`src/rtl/spof_pkg.sv`:
```
`timescale 1ns / 1ps
`default_nettype none
package spof_pkg;

    localparam int MAX_LEN   = 256;
    localparam int ADDR_W    = $clog2(MAX_LEN);
    localparam int LEN_W     = ADDR_W + 1;
    localparam int SYM_W     = 8;
    localparam int CLIP_W    = 9;
    localparam int COUNT_W   = 16;
    localparam int MINOV_W   = 9;
    localparam int RATE_W    = 17;
    localparam int OFFSET_W  = 11;
    localparam int CFG_IDX_W = 2;
    localparam int CFG_DAT_W = 17;
    localparam int TRY_W     = 10;
    localparam int SUM_W     = COUNT_W + 3;
    localparam int PROD_W    = 27;
    localparam int NUM_W     = 29;
    localparam int NC_W      = 12;

    localparam logic [CFG_IDX_W-1:0] CFG_MIN_OVERLAP   = 2'd0;
    localparam logic [CFG_IDX_W-1:0] CFG_MISMATCH_RATE = 2'd1;

    typedef enum logic [2:0] {
        ST_IDLE,
        ST_INIT,
        ST_LEN,
        ST_CMP,
        ST_DONE
    } t_state;

endpackage
`default_nettype wire

```
`src/rtl/spof_in_if.sv`:
```
`timescale 1ns / 1ps
`default_nettype none
interface spof_in_if;
    logic                          valid;
    logic                          ready;
    logic                          cmd;
    logic [spof_pkg::SYM_W-1:0]    base;
    logic                          last;
    logic [spof_pkg::CLIP_W-1:0]   local_clip;
    logic [spof_pkg::COUNT_W-1:0]  clip_count;

    modport source (
        output valid, cmd, base, last, local_clip, clip_count,
        input  ready
    );
    modport sink (
        input  valid, cmd, base, last, local_clip, clip_count,
        output ready
    );
endinterface
`default_nettype wire

```
`src/rtl/spof_out_if.sv`:
```
`timescale 1ns / 1ps
`default_nettype none
interface spof_out_if;
    logic                                valid;
    logic                                ready;
    logic                                found;
    logic [spof_pkg::LEN_W-1:0]          overlap_length;
    logic [spof_pkg::LEN_W-1:0]          mismatches;
    logic signed [spof_pkg::OFFSET_W-1:0] clipped_offset;

    modport source (
        output valid, found, overlap_length, mismatches, clipped_offset,
        input  ready
    );
    modport sink (
        input  valid, found, overlap_length, mismatches, clipped_offset,
        output ready
    );
endinterface
`default_nettype wire

```
`src/rtl/spof_ram.sv`:
```
`timescale 1ns / 1ps
`default_nettype none
module spof_ram #(
    parameter int WIDTH = 8,
    parameter int DEPTH = 256
) (
    input  wire logic                     i_clk,
    input  wire logic                     i_we,
    input  wire logic [$clog2(DEPTH)-1:0] i_waddr,
    input  wire logic [WIDTH-1:0]         i_wdata,
    input  wire logic [$clog2(DEPTH)-1:0] i_raddr,
    output logic      [WIDTH-1:0]         o_rdata
);

    logic [WIDTH-1:0] r_mem [DEPTH];

    always_ff @(posedge i_clk) begin
        if (i_we) begin
            r_mem[i_waddr] <= i_wdata;
        end
        o_rdata <= r_mem[i_raddr];
    end

endmodule
`default_nettype wire

```
`src/rtl/suffix_prefix_overlap_finder.sv`:
```
`timescale 1ns / 1ps
`default_nettype none
// Channel   Dir  Beat contents                                        Rate
// i_item    in   cmd, base, last, local_clip, clip_count              1 beat/cycle while idle
// o_result  out  found, overlap_length, mismatches, clipped_offset    1 beat per second sequence
// i_cfg_*   in   register index, write data                           1 write/cycle
//
// While idle, each symbol goes straight into its store, up to 256 symbols per sequence.
// The last beat of the second sequence starts the search: a setup state, then for
// each tried length L a state to form the limit and a compare state that reads
// one symbol pair per cycle from the two store read ports.
// Input is held off during the search and a closing state, which stretches while
// an earlier result still waits; a pending result alone does not block loading.
// Reset (synchronous, active low) clears state, lengths, fill counts, config and output valid.
module suffix_prefix_overlap_finder (
    input  wire logic                              i_clk,
    input  wire logic                              i_rst_n,
    spof_in_if.sink                                i_item,
    spof_out_if.source                             o_result,
    input  wire logic                              i_cfg_we,
    input  wire logic [spof_pkg::CFG_IDX_W-1:0]    i_cfg_idx,
    input  wire logic [spof_pkg::CFG_DAT_W-1:0]    i_cfg_wdata
);

    spof_pkg::t_state r_state, n_state;

    logic [spof_pkg::MINOV_W-1:0]  r_min_overlap;
    logic [spof_pkg::RATE_W-1:0]   r_rate;

    logic [spof_pkg::LEN_W-1:0]    r_fill1, r_fill2, n_fill1, n_fill2;
    logic [spof_pkg::LEN_W-1:0]    r_len1, r_len2;
    logic [spof_pkg::CLIP_W-1:0]   r_clip1, r_clip2;
    logic [spof_pkg::COUNT_W-1:0]  r_total1, r_total2;

    logic signed [spof_pkg::OFFSET_W-1:0] r_init, n_init;
    logic [spof_pkg::TRY_W-1:0]    r_try;
    logic [spof_pkg::LEN_W-1:0]    r_end;
    logic [spof_pkg::SUM_W-1:0]    r_sum;
    logic                          r_den_zero;
    logic [spof_pkg::NC_W-1:0]     r_nc;
    logic [spof_pkg::LEN_W-1:0]    r_k;
    logic                          r_rd_v;
    logic [spof_pkg::LEN_W-1:0]    r_cnt;
    logic [spof_pkg::PROD_W-1:0]   r_prod;
    logic                          r_found;

    logic                          r_out_valid;
    logic                          r_out_found;
    logic [spof_pkg::LEN_W-1:0]    r_out_len;
    logic [spof_pkg::LEN_W-1:0]    r_out_mis;
    logic signed [spof_pkg::OFFSET_W-1:0] r_out_off;

    logic                          accept;
    logic                          wr1, wr2;
    logic                          issue;
    logic                          out_load;
    logic                          fail;
    logic                          cmp_end;
    logic                          try_over;
    logic [spof_pkg::LEN_W-1:0]    cur_len;
    logic [spof_pkg::LEN_W-1:0]    raddr1_full;
    logic [spof_pkg::SYM_W-1:0]    rdata1, rdata2;
    logic [spof_pkg::COUNT_W-1:0]  lo, hi;
    logic [spof_pkg::TRY_W-1:0]    start;
    logic [25:0]                   lr_prod;
    logic [spof_pkg::NUM_W-1:0]    num;

    assign cur_len     = r_try[spof_pkg::LEN_W-1:0];
    assign accept      = i_item.valid && i_item.ready;
    assign wr1         = accept && !i_item.cmd && (r_fill1 < spof_pkg::LEN_W'(spof_pkg::MAX_LEN));
    assign wr2         = accept && i_item.cmd && (r_fill2 < spof_pkg::LEN_W'(spof_pkg::MAX_LEN));
    assign n_fill1     = r_fill1 + spof_pkg::LEN_W'(wr1);
    assign n_fill2     = r_fill2 + spof_pkg::LEN_W'(wr2);
    assign raddr1_full = r_len1 - cur_len + r_k;
    assign fail        = !r_den_zero && (r_cnt != '0)
                         && (r_prod >= spof_pkg::PROD_W'(r_nc));
    assign cmp_end     = (r_k == cur_len) && !r_rd_v;
    assign try_over    = r_try > spof_pkg::TRY_W'(r_end);

    assign n_init  = spof_pkg::OFFSET_W'(r_len1) - spof_pkg::OFFSET_W'(r_clip1)
                     + spof_pkg::OFFSET_W'(r_clip2);
    assign lo      = (r_total1 < r_total2) ? r_total1 : r_total2;
    assign hi      = (r_total1 < r_total2) ? r_total2 : r_total1;
    assign start   = (n_init > $signed(spof_pkg::OFFSET_W'(r_min_overlap)))
                     ? n_init[spof_pkg::TRY_W-1:0]
                     : spof_pkg::TRY_W'(r_min_overlap);
    assign lr_prod = cur_len * r_rate;
    assign num     = (spof_pkg::NUM_W'(lr_prod) << 2) + spof_pkg::NUM_W'(lr_prod)
                     + spof_pkg::NUM_W'(16'hFFFF);

    spof_ram #(.WIDTH(spof_pkg::SYM_W), .DEPTH(spof_pkg::MAX_LEN)) u_first_ram (
        .i_clk   (i_clk),
        .i_we    (wr1),
        .i_waddr (r_fill1[spof_pkg::ADDR_W-1:0]),
        .i_wdata (i_item.base),
        .i_raddr (raddr1_full[spof_pkg::ADDR_W-1:0]),
        .o_rdata (rdata1)
    );

    spof_ram #(.WIDTH(spof_pkg::SYM_W), .DEPTH(spof_pkg::MAX_LEN)) u_second_ram (
        .i_clk   (i_clk),
        .i_we    (wr2),
        .i_waddr (r_fill2[spof_pkg::ADDR_W-1:0]),
        .i_wdata (i_item.base),
        .i_raddr (r_k[spof_pkg::ADDR_W-1:0]),
        .o_rdata (rdata2)
    );

    always_comb begin
        n_state = r_state;
        unique case (r_state)
            spof_pkg::ST_IDLE: begin
                if (accept && i_item.cmd && i_item.last) begin
                    n_state = spof_pkg::ST_INIT;
                end
            end
            spof_pkg::ST_INIT: begin
                n_state = spof_pkg::ST_LEN;
            end
            spof_pkg::ST_LEN: begin
                n_state = try_over ? spof_pkg::ST_DONE : spof_pkg::ST_CMP;
            end
            spof_pkg::ST_CMP: begin
                if (fail) begin
                    n_state = spof_pkg::ST_LEN;
                end else if (cmp_end) begin
                    n_state = spof_pkg::ST_DONE;
                end
            end
            spof_pkg::ST_DONE: begin
                if (!r_out_valid || o_result.ready) begin
                    n_state = spof_pkg::ST_IDLE;
                end
            end
            default: n_state = spof_pkg::ST_IDLE;
        endcase
    end

    always_comb begin
        i_item.ready = 1'b0;
        issue        = 1'b0;
        out_load     = 1'b0;
        unique case (r_state)
            spof_pkg::ST_IDLE: i_item.ready = 1'b1;
            spof_pkg::ST_CMP:  issue = r_k < cur_len;
            spof_pkg::ST_DONE: out_load = !r_out_valid || o_result.ready;
            default: ;
        endcase
    end

    always_ff @(posedge i_clk) begin
        if (!i_rst_n) begin
            r_state       <= spof_pkg::ST_IDLE;
            r_min_overlap <= '0;
            r_rate        <= '0;
            r_fill1       <= '0;
            r_fill2       <= '0;
            r_len1        <= '0;
            r_len2        <= '0;
            r_clip1       <= '0;
            r_total1      <= '0;
            r_out_valid   <= 1'b0;
            r_rd_v        <= 1'b0;
        end else begin
            r_state <= n_state;

            if (i_cfg_we) begin
                unique case (i_cfg_idx)
                    spof_pkg::CFG_MIN_OVERLAP:
                        r_min_overlap <= i_cfg_wdata[spof_pkg::MINOV_W-1:0];
                    spof_pkg::CFG_MISMATCH_RATE:
                        r_rate <= i_cfg_wdata[spof_pkg::RATE_W-1:0];
                    default: ;
                endcase
            end

            if (accept && !i_item.cmd) begin
                if (i_item.last) begin
                    r_len1   <= n_fill1;
                    r_fill1  <= '0;
                    r_clip1  <= i_item.local_clip;
                    r_total1 <= i_item.clip_count;
                end else begin
                    r_fill1 <= n_fill1;
                end
            end
            if (accept && i_item.cmd) begin
                if (i_item.last) begin
                    r_len2  <= n_fill2;
                    r_fill2 <= '0;
                end else begin
                    r_fill2 <= n_fill2;
                end
            end

            r_rd_v <= issue;

            if (out_load) begin
                r_out_valid <= 1'b1;
            end else if (o_result.ready) begin
                r_out_valid <= 1'b0;
            end
        end
    end

    // search datapath and result registers
    always_ff @(posedge i_clk) begin
        if (accept && i_item.cmd && i_item.last) begin
            r_clip2  <= i_item.local_clip;
            r_total2 <= i_item.clip_count;
        end

        if (r_state == spof_pkg::ST_INIT) begin
            r_init     <= n_init;
            r_try      <= start;
            r_end      <= (r_len1 < r_len2) ? r_len1 : r_len2;
            r_sum      <= (spof_pkg::SUM_W'(lo) << 2) + spof_pkg::SUM_W'(hi);
            r_den_zero <= (lo == '0) && (hi == '0);
        end

        if (r_state == spof_pkg::ST_LEN) begin
            r_nc    <= num[spof_pkg::NC_W+15:16];
            r_k     <= '0;
            r_cnt   <= '0;
            r_prod  <= '0;
            r_found <= 1'b0;
        end

        if (r_state == spof_pkg::ST_CMP) begin
            if (issue) begin
                r_k <= r_k + 1'b1;
            end
            if (r_rd_v && (rdata1 != rdata2)) begin
                r_cnt <= r_cnt + 1'b1;
                if (r_cnt != '0) begin
                    r_prod <= r_prod + spof_pkg::PROD_W'(r_sum);
                end
            end
            if (fail) begin
                r_try <= r_try + 1'b1;
            end else if (cmp_end) begin
                r_found <= 1'b1;
            end
        end

        if (out_load) begin
            r_out_found <= r_found;
            r_out_len   <= r_found ? cur_len : '0;
            r_out_mis   <= r_found ? r_cnt : '0;
            r_out_off   <= r_found ? (spof_pkg::OFFSET_W'(cur_len) - r_init) : '0;
        end
    end

    assign o_result.valid          = r_out_valid;
    assign o_result.found          = r_out_found;
    assign o_result.overlap_length = r_out_len;
    assign o_result.mismatches     = r_out_mis;
    assign o_result.clipped_offset = r_out_off;

endmodule
`default_nettype wire
```
`src/flat_wrapper.sv`:
```
// flat-port wrapper written by rule: the top's interface ports become plain ports
module suffix_prefix_overlap_finder_flat 
  (i_clk, i_rst_n, i_cfg_we, i_cfg_idx, i_cfg_wdata, i_item_valid, i_item_cmd, i_item_base, i_item_last, i_item_local_clip, i_item_clip_count, i_item_ready, o_result_valid, o_result_found, o_result_overlap_length, o_result_mismatches, o_result_clipped_offset, o_result_ready);
  spof_in_if i_item_i ();
  spof_out_if o_result_i ();
  input  wire logic i_clk;
  input  wire logic i_rst_n;
  input  wire logic i_cfg_we;
  input  wire logic [spof_pkg::CFG_IDX_W-1:0] i_cfg_idx;
  input  wire logic [spof_pkg::CFG_DAT_W-1:0] i_cfg_wdata;
  input wire logic [$bits(i_item_i.valid)-1:0] i_item_valid;
  input wire logic [$bits(i_item_i.cmd)-1:0] i_item_cmd;
  input wire logic [$bits(i_item_i.base)-1:0] i_item_base;
  input wire logic [$bits(i_item_i.last)-1:0] i_item_last;
  input wire logic [$bits(i_item_i.local_clip)-1:0] i_item_local_clip;
  input wire logic [$bits(i_item_i.clip_count)-1:0] i_item_clip_count;
  output wire logic [$bits(i_item_i.ready)-1:0] i_item_ready;
  output wire logic [$bits(o_result_i.valid)-1:0] o_result_valid;
  output wire logic [$bits(o_result_i.found)-1:0] o_result_found;
  output wire logic [$bits(o_result_i.overlap_length)-1:0] o_result_overlap_length;
  output wire logic [$bits(o_result_i.mismatches)-1:0] o_result_mismatches;
  output wire logic [$bits(o_result_i.clipped_offset)-1:0] o_result_clipped_offset;
  input wire logic [$bits(o_result_i.ready)-1:0] o_result_ready;
  assign i_item_i.valid = i_item_valid;
  assign i_item_i.cmd = i_item_cmd;
  assign i_item_i.base = i_item_base;
  assign i_item_i.last = i_item_last;
  assign i_item_i.local_clip = i_item_local_clip;
  assign i_item_i.clip_count = i_item_clip_count;
  assign i_item_ready = i_item_i.ready;
  assign o_result_valid = o_result_i.valid;
  assign o_result_found = o_result_i.found;
  assign o_result_overlap_length = o_result_i.overlap_length;
  assign o_result_mismatches = o_result_i.mismatches;
  assign o_result_clipped_offset = o_result_i.clipped_offset;
  assign o_result_i.ready = o_result_ready;
  suffix_prefix_overlap_finder u_core (.i_clk(i_clk), .i_rst_n(i_rst_n), .i_item(i_item_i), .o_result(o_result_i), .i_cfg_we(i_cfg_we), .i_cfg_idx(i_cfg_idx), .i_cfg_wdata(i_cfg_wdata));
endmodule
```
`config.mk`:
```
export PLATFORM = sky130hd
export DESIGN_NAME = suffix_prefix_overlap_finder_flat
export DESIGN_NICKNAME = d
export VERILOG_FILES = /design/src/rtl/spof_pkg.sv /design/src/rtl/spof_in_if.sv /design/src/rtl/spof_out_if.sv /design/src/rtl/spof_ram.sv /design/src/rtl/suffix_prefix_overlap_finder.sv /design/src/flat_wrapper.sv
export SDC_FILE = /design/constraint.sdc
export NUM_CORES = 2
export LEC_CHECK = 0
export BUFFER_PORTS_ARGS = -buffer_cell sky130_fd_sc_hd__buf_2
export CAP_MARGIN = 40
export CORE_UTILIZATION = 45
export CTS_CLUSTER_DIAMETER = 80
export DETAILED_ROUTE_END_ITERATION = 8
export GPL_ROUTABILITY_DRIVEN = 1
export RECOVER_POWER = 25
export SLEW_MARGIN = 5
export SYNTH_ARGS = -nofsm -noshare
export SYNTH_HDL_FRONTEND = slang
export SYNTH_HIERARCHICAL = 1
export SYNTH_SLANG_ARGS = --single-unit
```
`constraint.sdc`:
```
create_clock -name i_clk -period 16.5 [get_ports i_clk]
set_clock_uncertainty 0.05 [all_clocks]
set_input_delay 2.475 -clock i_clk [delete_from_list [all_inputs] [get_ports i_clk]]
set_output_delay 2.475 -clock i_clk [all_outputs]
set_load 0.05 [all_outputs]
```
## Yosys cells after proc, flatten, opt, wreduce, memory -nomap -nowiden

Memories as Yosys holds them, arrays and structs flattened. A register that Yosys moved wholly into a read port is not among the register bits.
Cells that the tools add are included.
Widths: inputs -> output; s select.

- Input bits: 59
- Output and inout bits: 32
- Logic and storage cells: 127
- Flip-flop bits (word level): 255
- RAM bits: 4096
- Memories: 2

- Reductions and logical operators: 27
- Add/sub/neg operators: 14
- $lt $le $gt $ge: 8
- $mul: 1
- Equality and inequality tests: 10
- Multiplexer cells: 38

Memories:

| memory | words | width | rd ports | clocked after memory_dff | write ports | line | source |
|---|---|---|---|---|---|---|---|
| u_core.u_first_ram.r_mem | 256 | 8 | 1 | 1 | 1 | spof_ram.sv:15 | `logic [WIDTH-1:0] r_mem [DEPTH];` |
| u_core.u_second_ram.r_mem | 256 | 8 | 1 | 1 | 1 | spof_ram.sv:15 |  |

Operators with widths:

| kind | number |
|---|---|
| $mux 27 | 4 |
| $mux 9 | 9 |
| $mux 10 | 4 |
| $logic_not 16->1 | 2 |
| $mux 16 | 2 |
| $add 28x16->28 const B | 1 |
| $add 28x26->28 | 1 |
| $add 27x19->27 | 1 |
| $ge 27x12->1 | 1 |
| $mul 9x17->26 | 1 |
| $add 18x16->19 | 1 |
| $add 9x1->9 | 2 |
| $add 9x1->9 const B | 2 |
| $lt 9x9->1 | 2 |
| $lt 9x9->1 const B | 2 |
| $lt 16x16->1 | 1 |
| $mux 3 | 5 |
| $pmux 3 s5 | 1 |
| $mux 1 | 13 |
| $add 11x9->11 | 1 |
| $gt 11x10->1 | 1 |
| $logic_and 1x1->1 | 11 |
| $sub 9x11->11 | 1 |
| $add 10x1->10 const B | 1 |
| 20 further kinds | 28 |

## Logic depth before layout (Yosys ltp)

- Depth in word-level cells: 7
- Depth in mapped cells: 32
- Mapped depth without buffers: 30

## Hierarchy

Netlist, hierarchy kept.

By module, submodules not included:

| module | cells an instance | instances | sequential area each (µm²) | area each (µm²) |
|---|---|---|---|---|
| spof_ram | 3733 | 2 | 61659.1 | 79556.3 |
| suffix_prefix_overlap_finder | 2329 | 1 | 6175.9 | 21042.7 |

## Least setup slack after synthesis

Ideal clock, no wire load.

- Kind: flip-flop to flip-flop
- From: register u_core/r_try[1] (netlist bit)
- To: register u_core/r_nc[11] (netlist bit), data pin
- Required time: 16.174 ns
- Arrival: 6.740 ns
- Buffers on the path: 2
- Library setup time: 0.276 ns
- Clock period less this slack: 7.066 ns
- Path slack: 9.434 ns
- Cell stages (with the launch flop): 30
- Path through: dfxtp_1 > clkbuf_1 > clkbuf_1 > nand2_1 > fa_1 > inv_1 > fa_1 > fa_1 > inv_1 > fa_1 > inv_1 > ha_1 > nor4_1 > a21oi_1 > a31oi_2 > o2111ai_2 > and2_2 > a31oi_1 > xnor2_1 > and2_1 > nor2_1 > ha_1 > a21oi_1 > nor2b_1 > o21ai_0 > nand2b_1 > or3_1 > o211a_1 > a2111oi_1 > xor2_1

- Word-level cells in the longest chain between the ends: 3

RTL lines:

| element | line | source |
|---|---|---|
| start: declaration | suffix_prefix_overlap_finder.sv:36 | `logic [spof_pkg::TRY_W-1:0] r_try;` |
| start signal: assignment | suffix_prefix_overlap_finder.sv:215 | `r_try <= start;` |
| start signal: assignment | suffix_prefix_overlap_finder.sv:240 | `r_try <= r_try + 1'b1;` |
| $mul 9x17->26 | suffix_prefix_overlap_finder.sv:87 | `assign lr_prod = cur_len * r_rate;` |
| $add 28x26->28 | suffix_prefix_overlap_finder.sv:88 | `assign num = (spof_pkg::NUM_W'(lr_prod) << 2) + spof_pkg::NUM_W'(lr_prod)` |
| $add 28x16->28 | suffix_prefix_overlap_finder.sv:89 | `+ spof_pkg::NUM_W'(16'hFFFF);` |
| net u_core.num, one bit | suffix_prefix_overlap_finder.sv:66 | `logic [spof_pkg::NUM_W-1:0] num;` |
| end signal: assignment | suffix_prefix_overlap_finder.sv:222 | `r_nc <= num[spof_pkg::NC_W+15:16];` |
| end: declaration | suffix_prefix_overlap_finder.sv:40 | `logic [spof_pkg::NC_W-1:0] r_nc;` |

The timed path passes the listed nets, and every way through them passes these cells.
A chain may end at the register's enable or synchronous reset.

## Worst setup path after layout

- From: input i_item_base[2]
- To: memory u_core.u_first_ram.r_mem[6][2], data pin

RTL lines:

| element | line | source |
|---|---|---|
| start: declaration | flat_wrapper.sv:13 | `input wire logic [$bits(i_item_i.base)-1:0] i_item_base;` |
| end: declaration | spof_ram.sv:15 |  |

Straight into the memory's write port.

==> reports/results.txt <==
Mapped Cells = 9,795
die height = 635 um
post-CTS setup buffers = 0
Starting DRT DRC Count = 9,726
die area = 0.403 mm^2
CTS Hold Bufs = 0
HPWL after DPL = 289,000 um
P&R area growth vs syn = 11.7%
ratio of final minimum period to clock period = 64.5%
Pwr per Cell Area = 162 mW/mm^2
Post-CTS Resized = 0
syn_nets = 10,196
Post-Synth XOR/XNOR Area = 0.568%
Worst Path Required = 17.18 ns
antenna viol nets, final = 0
DRT Pass-1 Iters = 6
Syn. warnings = 6
die width = 635 um
Area after DPL = 0.188 mm^2
Seq cells post-synth = 4,367
final hold vios = 0
TritonCTS clock tree = built
leak pwr = 64.1 nW
Worst-Skew Late Latency = 1.00 ns
synthesized area per cell = 18.4 um^2
layout cells sized above 1 = 19.2%
Initial Utilization = 45.4%
vias in the first global route = 95,230
Filler cells = 31,876
Post-Synth Adder-Cell Area = 2.87%
row count = 231
crit path max fanout = 169
multiplexer share of the synthesized area = 13.2%
relative slew slack = -410%
WL/cell = 28.9 um
unrepaired setup endpoints after global routing = false
Ports = 91
synth unique cells = 106
Total GRT Usage = 22.4%
violated checks = max-capacitance violations, max-slew violations
CTS buffer count = 435
setup tns final = 0 ns
EDFF count, synth = 4,203
core box area = 0.397 mm^2
compound-cell area share of the yosys netlist = 4.65%
final setup margin = 5.86 ns
max frequency = 0.0939 GHz
wire length of the first global-routing pass = 664,000 um
Max Buffers Root-to-Sink = 4
post-layout power = 32.7 mW
antenna violations before repair = 24
CTS H-Tree Depth = 5
final WL = 455,000 um
Netlist Area Pre-Place = 0.180 mm^2
DRC Markers = 0
crit path kind = in2reg
CP endpoint kind = flop
Setup-failing EPs final = 0
Main synth FF type = edfxtp_1
synth top area cells = edfxtp_1 70%, mux4_2 11%, dfxtp_1 1.8%, mux2i_1 1.7%, ha_1 1.6%
gpl congestion = 0.845
total congestion overflow = 0
main combinational cell family by area after synthesis = multiplexers
Least-Margin Pin Slew = 7.65 ns
Yosys top cell area share = 70.1%
DP Worst Slack = 9.16 ns
total number of vias = 94,898
Peak VDD IR = 0.000314 V
Via density = 6.03
Min-Delay Path Class = reg2reg
Final nets = 10,535
async set-reset flop share out of synthesis = 0%
clock tree sinks = 4,367
Post-Synth Simple-Gate Area = 4.37%
Max Cap Viol = 25
Root Buffer = clkbuf_16
Reg clk slew, reported paths = 0.06 ns
Slew Viols, Final = 1,910
final instance area = 0.201 mm^2
startpoint types = primary input
post-synthesis sequential area ratio = 71.9%
pin count of the biggest net entering global routing = 223
Port Buf Inserts = 90
Critical Path AT = 11.33 ns
crit path time final = 10.64 ns
Yosys top cell by area = edfxtp_1
status = complete, but fails checks
-- where the power goes --
group | internal, mW | switching, mW
registers | 12.2 | 0.123
clock network | 5.55 | 4.15
logic | 4.04 | 6.57
-- critical path, cell delays in order --
cell      delay, ns
clkbuf_1       1.84
clkbuf_1       5.44
buf_4          0.99
buf_16         0.27
-- flip-flops by register name (all words and copies together), names as in the netlist, 12 cells and up --
register / flops
u_core/r_nc: 12
u_core/r_prod: 27
u_core/r_rate: 17
u_core/r_sum: 19
u_core/r_total1: 16
u_core/r_total2: 16
u_core/u_first_ram/r_mem: 2048
u_core/u_second_ram/r_mem: 2048
-- logic make-up after synthesis --
group / after synthesis
flops: 4367
simple gates: 1667
mux: 1232
compound gates: 1201
buf+inv: 870
fa+ha+maj: 342
xor+xnor: 116
-- layout by cell type (no fill, tap or decap), types with 125 or more instances in the layout --
| cell type | instances |
|---|---|
| edfxtp_1 | 4203 |
| mux4_2 | 908 |
| nor2_1 | 657 |
| clkbuf_16 | 441 |
| nand2_1 | 325 |
| inv_1 | 313 |
| mux2i_1 | 299 |
| a21oi_1 | 282 |
| buf_4 | 276 |
| a22oi_1 | 270 |
| ha_1 | 223 |
| dfxtp_1 | 158 |
| clkbuf_1 | 145 |
| and2_1 | 128 |
| o21ai_0 | 125 |
-- synth_stat cells, types with 65 or more instances --
| cell | number |
|---|---|
| ha_1 | 224 |
| a21oi_1 | 282 |
| xnor2_1 | 83 |
| nor4_1 | 65 |
| nor3_1 | 72 |
| o21ai_0 | 123 |
| a22oi_1 | 270 |
| buf_2 | 73 |
| mux2i_1 | 299 |
| dfxtp_1 | 164 |
| and2_1 | 144 |
| o221ai_1 | 94 |
| nor2b_1 | 104 |
| edfxtp_1 | 4203 |
| fa_1 | 118 |
| nor2_1 | 664 |
| nand3_1 | 110 |
| mux4_2 | 908 |
| inv_1 | 313 |
| clkbuf_1 | 293 |
| nand2_1 | 326 |
-- path summary, 6_finish.rpt --
check | depth (start not counted) | startpoint | end | slack (ns)
setup / recovery | 4 | i_item_base[2] | u_core/u_first_ram/r_mem[6][2] | 5.86
hold / removal | 2 | u_core/r_clip1[6] | u_core/r_clip1[6] | 0.42
setup reg to reg | 26 | u_core/r_try[1] | u_core/r_nc[11] | 8.84
hold reg to reg | 2 | u_core/r_clip1[6] | u_core/r_clip1[6] | 0.42
-- final cells by class --
class / count / area [um^2] / share of cell area [%]
multi-input cells: 4558 / 46400 / 23.1
inverters: 316 / 1190 / 0.593
diodes: 9 / 22.5 / 0.0112
well taps: 5242 / 6560 / 3.26
repair buffers: 456 / 3500 / 1.74
flip-flops and latches: 4367 / 130000 / 64.4
clock inverters: 261 / 2460 / 1.22
clock buffers: 536 / 11500 / 5.72
-- metal layers --
layer / part of all wire (%) / GRT usage (%) / up-vias
li1: - / - / 39981
met5: 0.015 / 0 / -
met2: 48 / 35.9 / 3895
met1: 42 / 31.7 / 50355
met4: 2.7 / 5.93 / 10
met3: 7.8 / 3.90 / 657
-- per-stage QoR --
stage	utilization (%)	hold slack, ns	std cells
final	50.7	0.421	15745
after global routing	50.7	0.444	15741
after CTS	50.7	0.421	15724
after detailed placement	47.2	0.407	14927
after global placement	46.8	0.405	14787
after floorplan	-	0.388	9795
No activity file was read; power rests on OpenSTA's default activity.
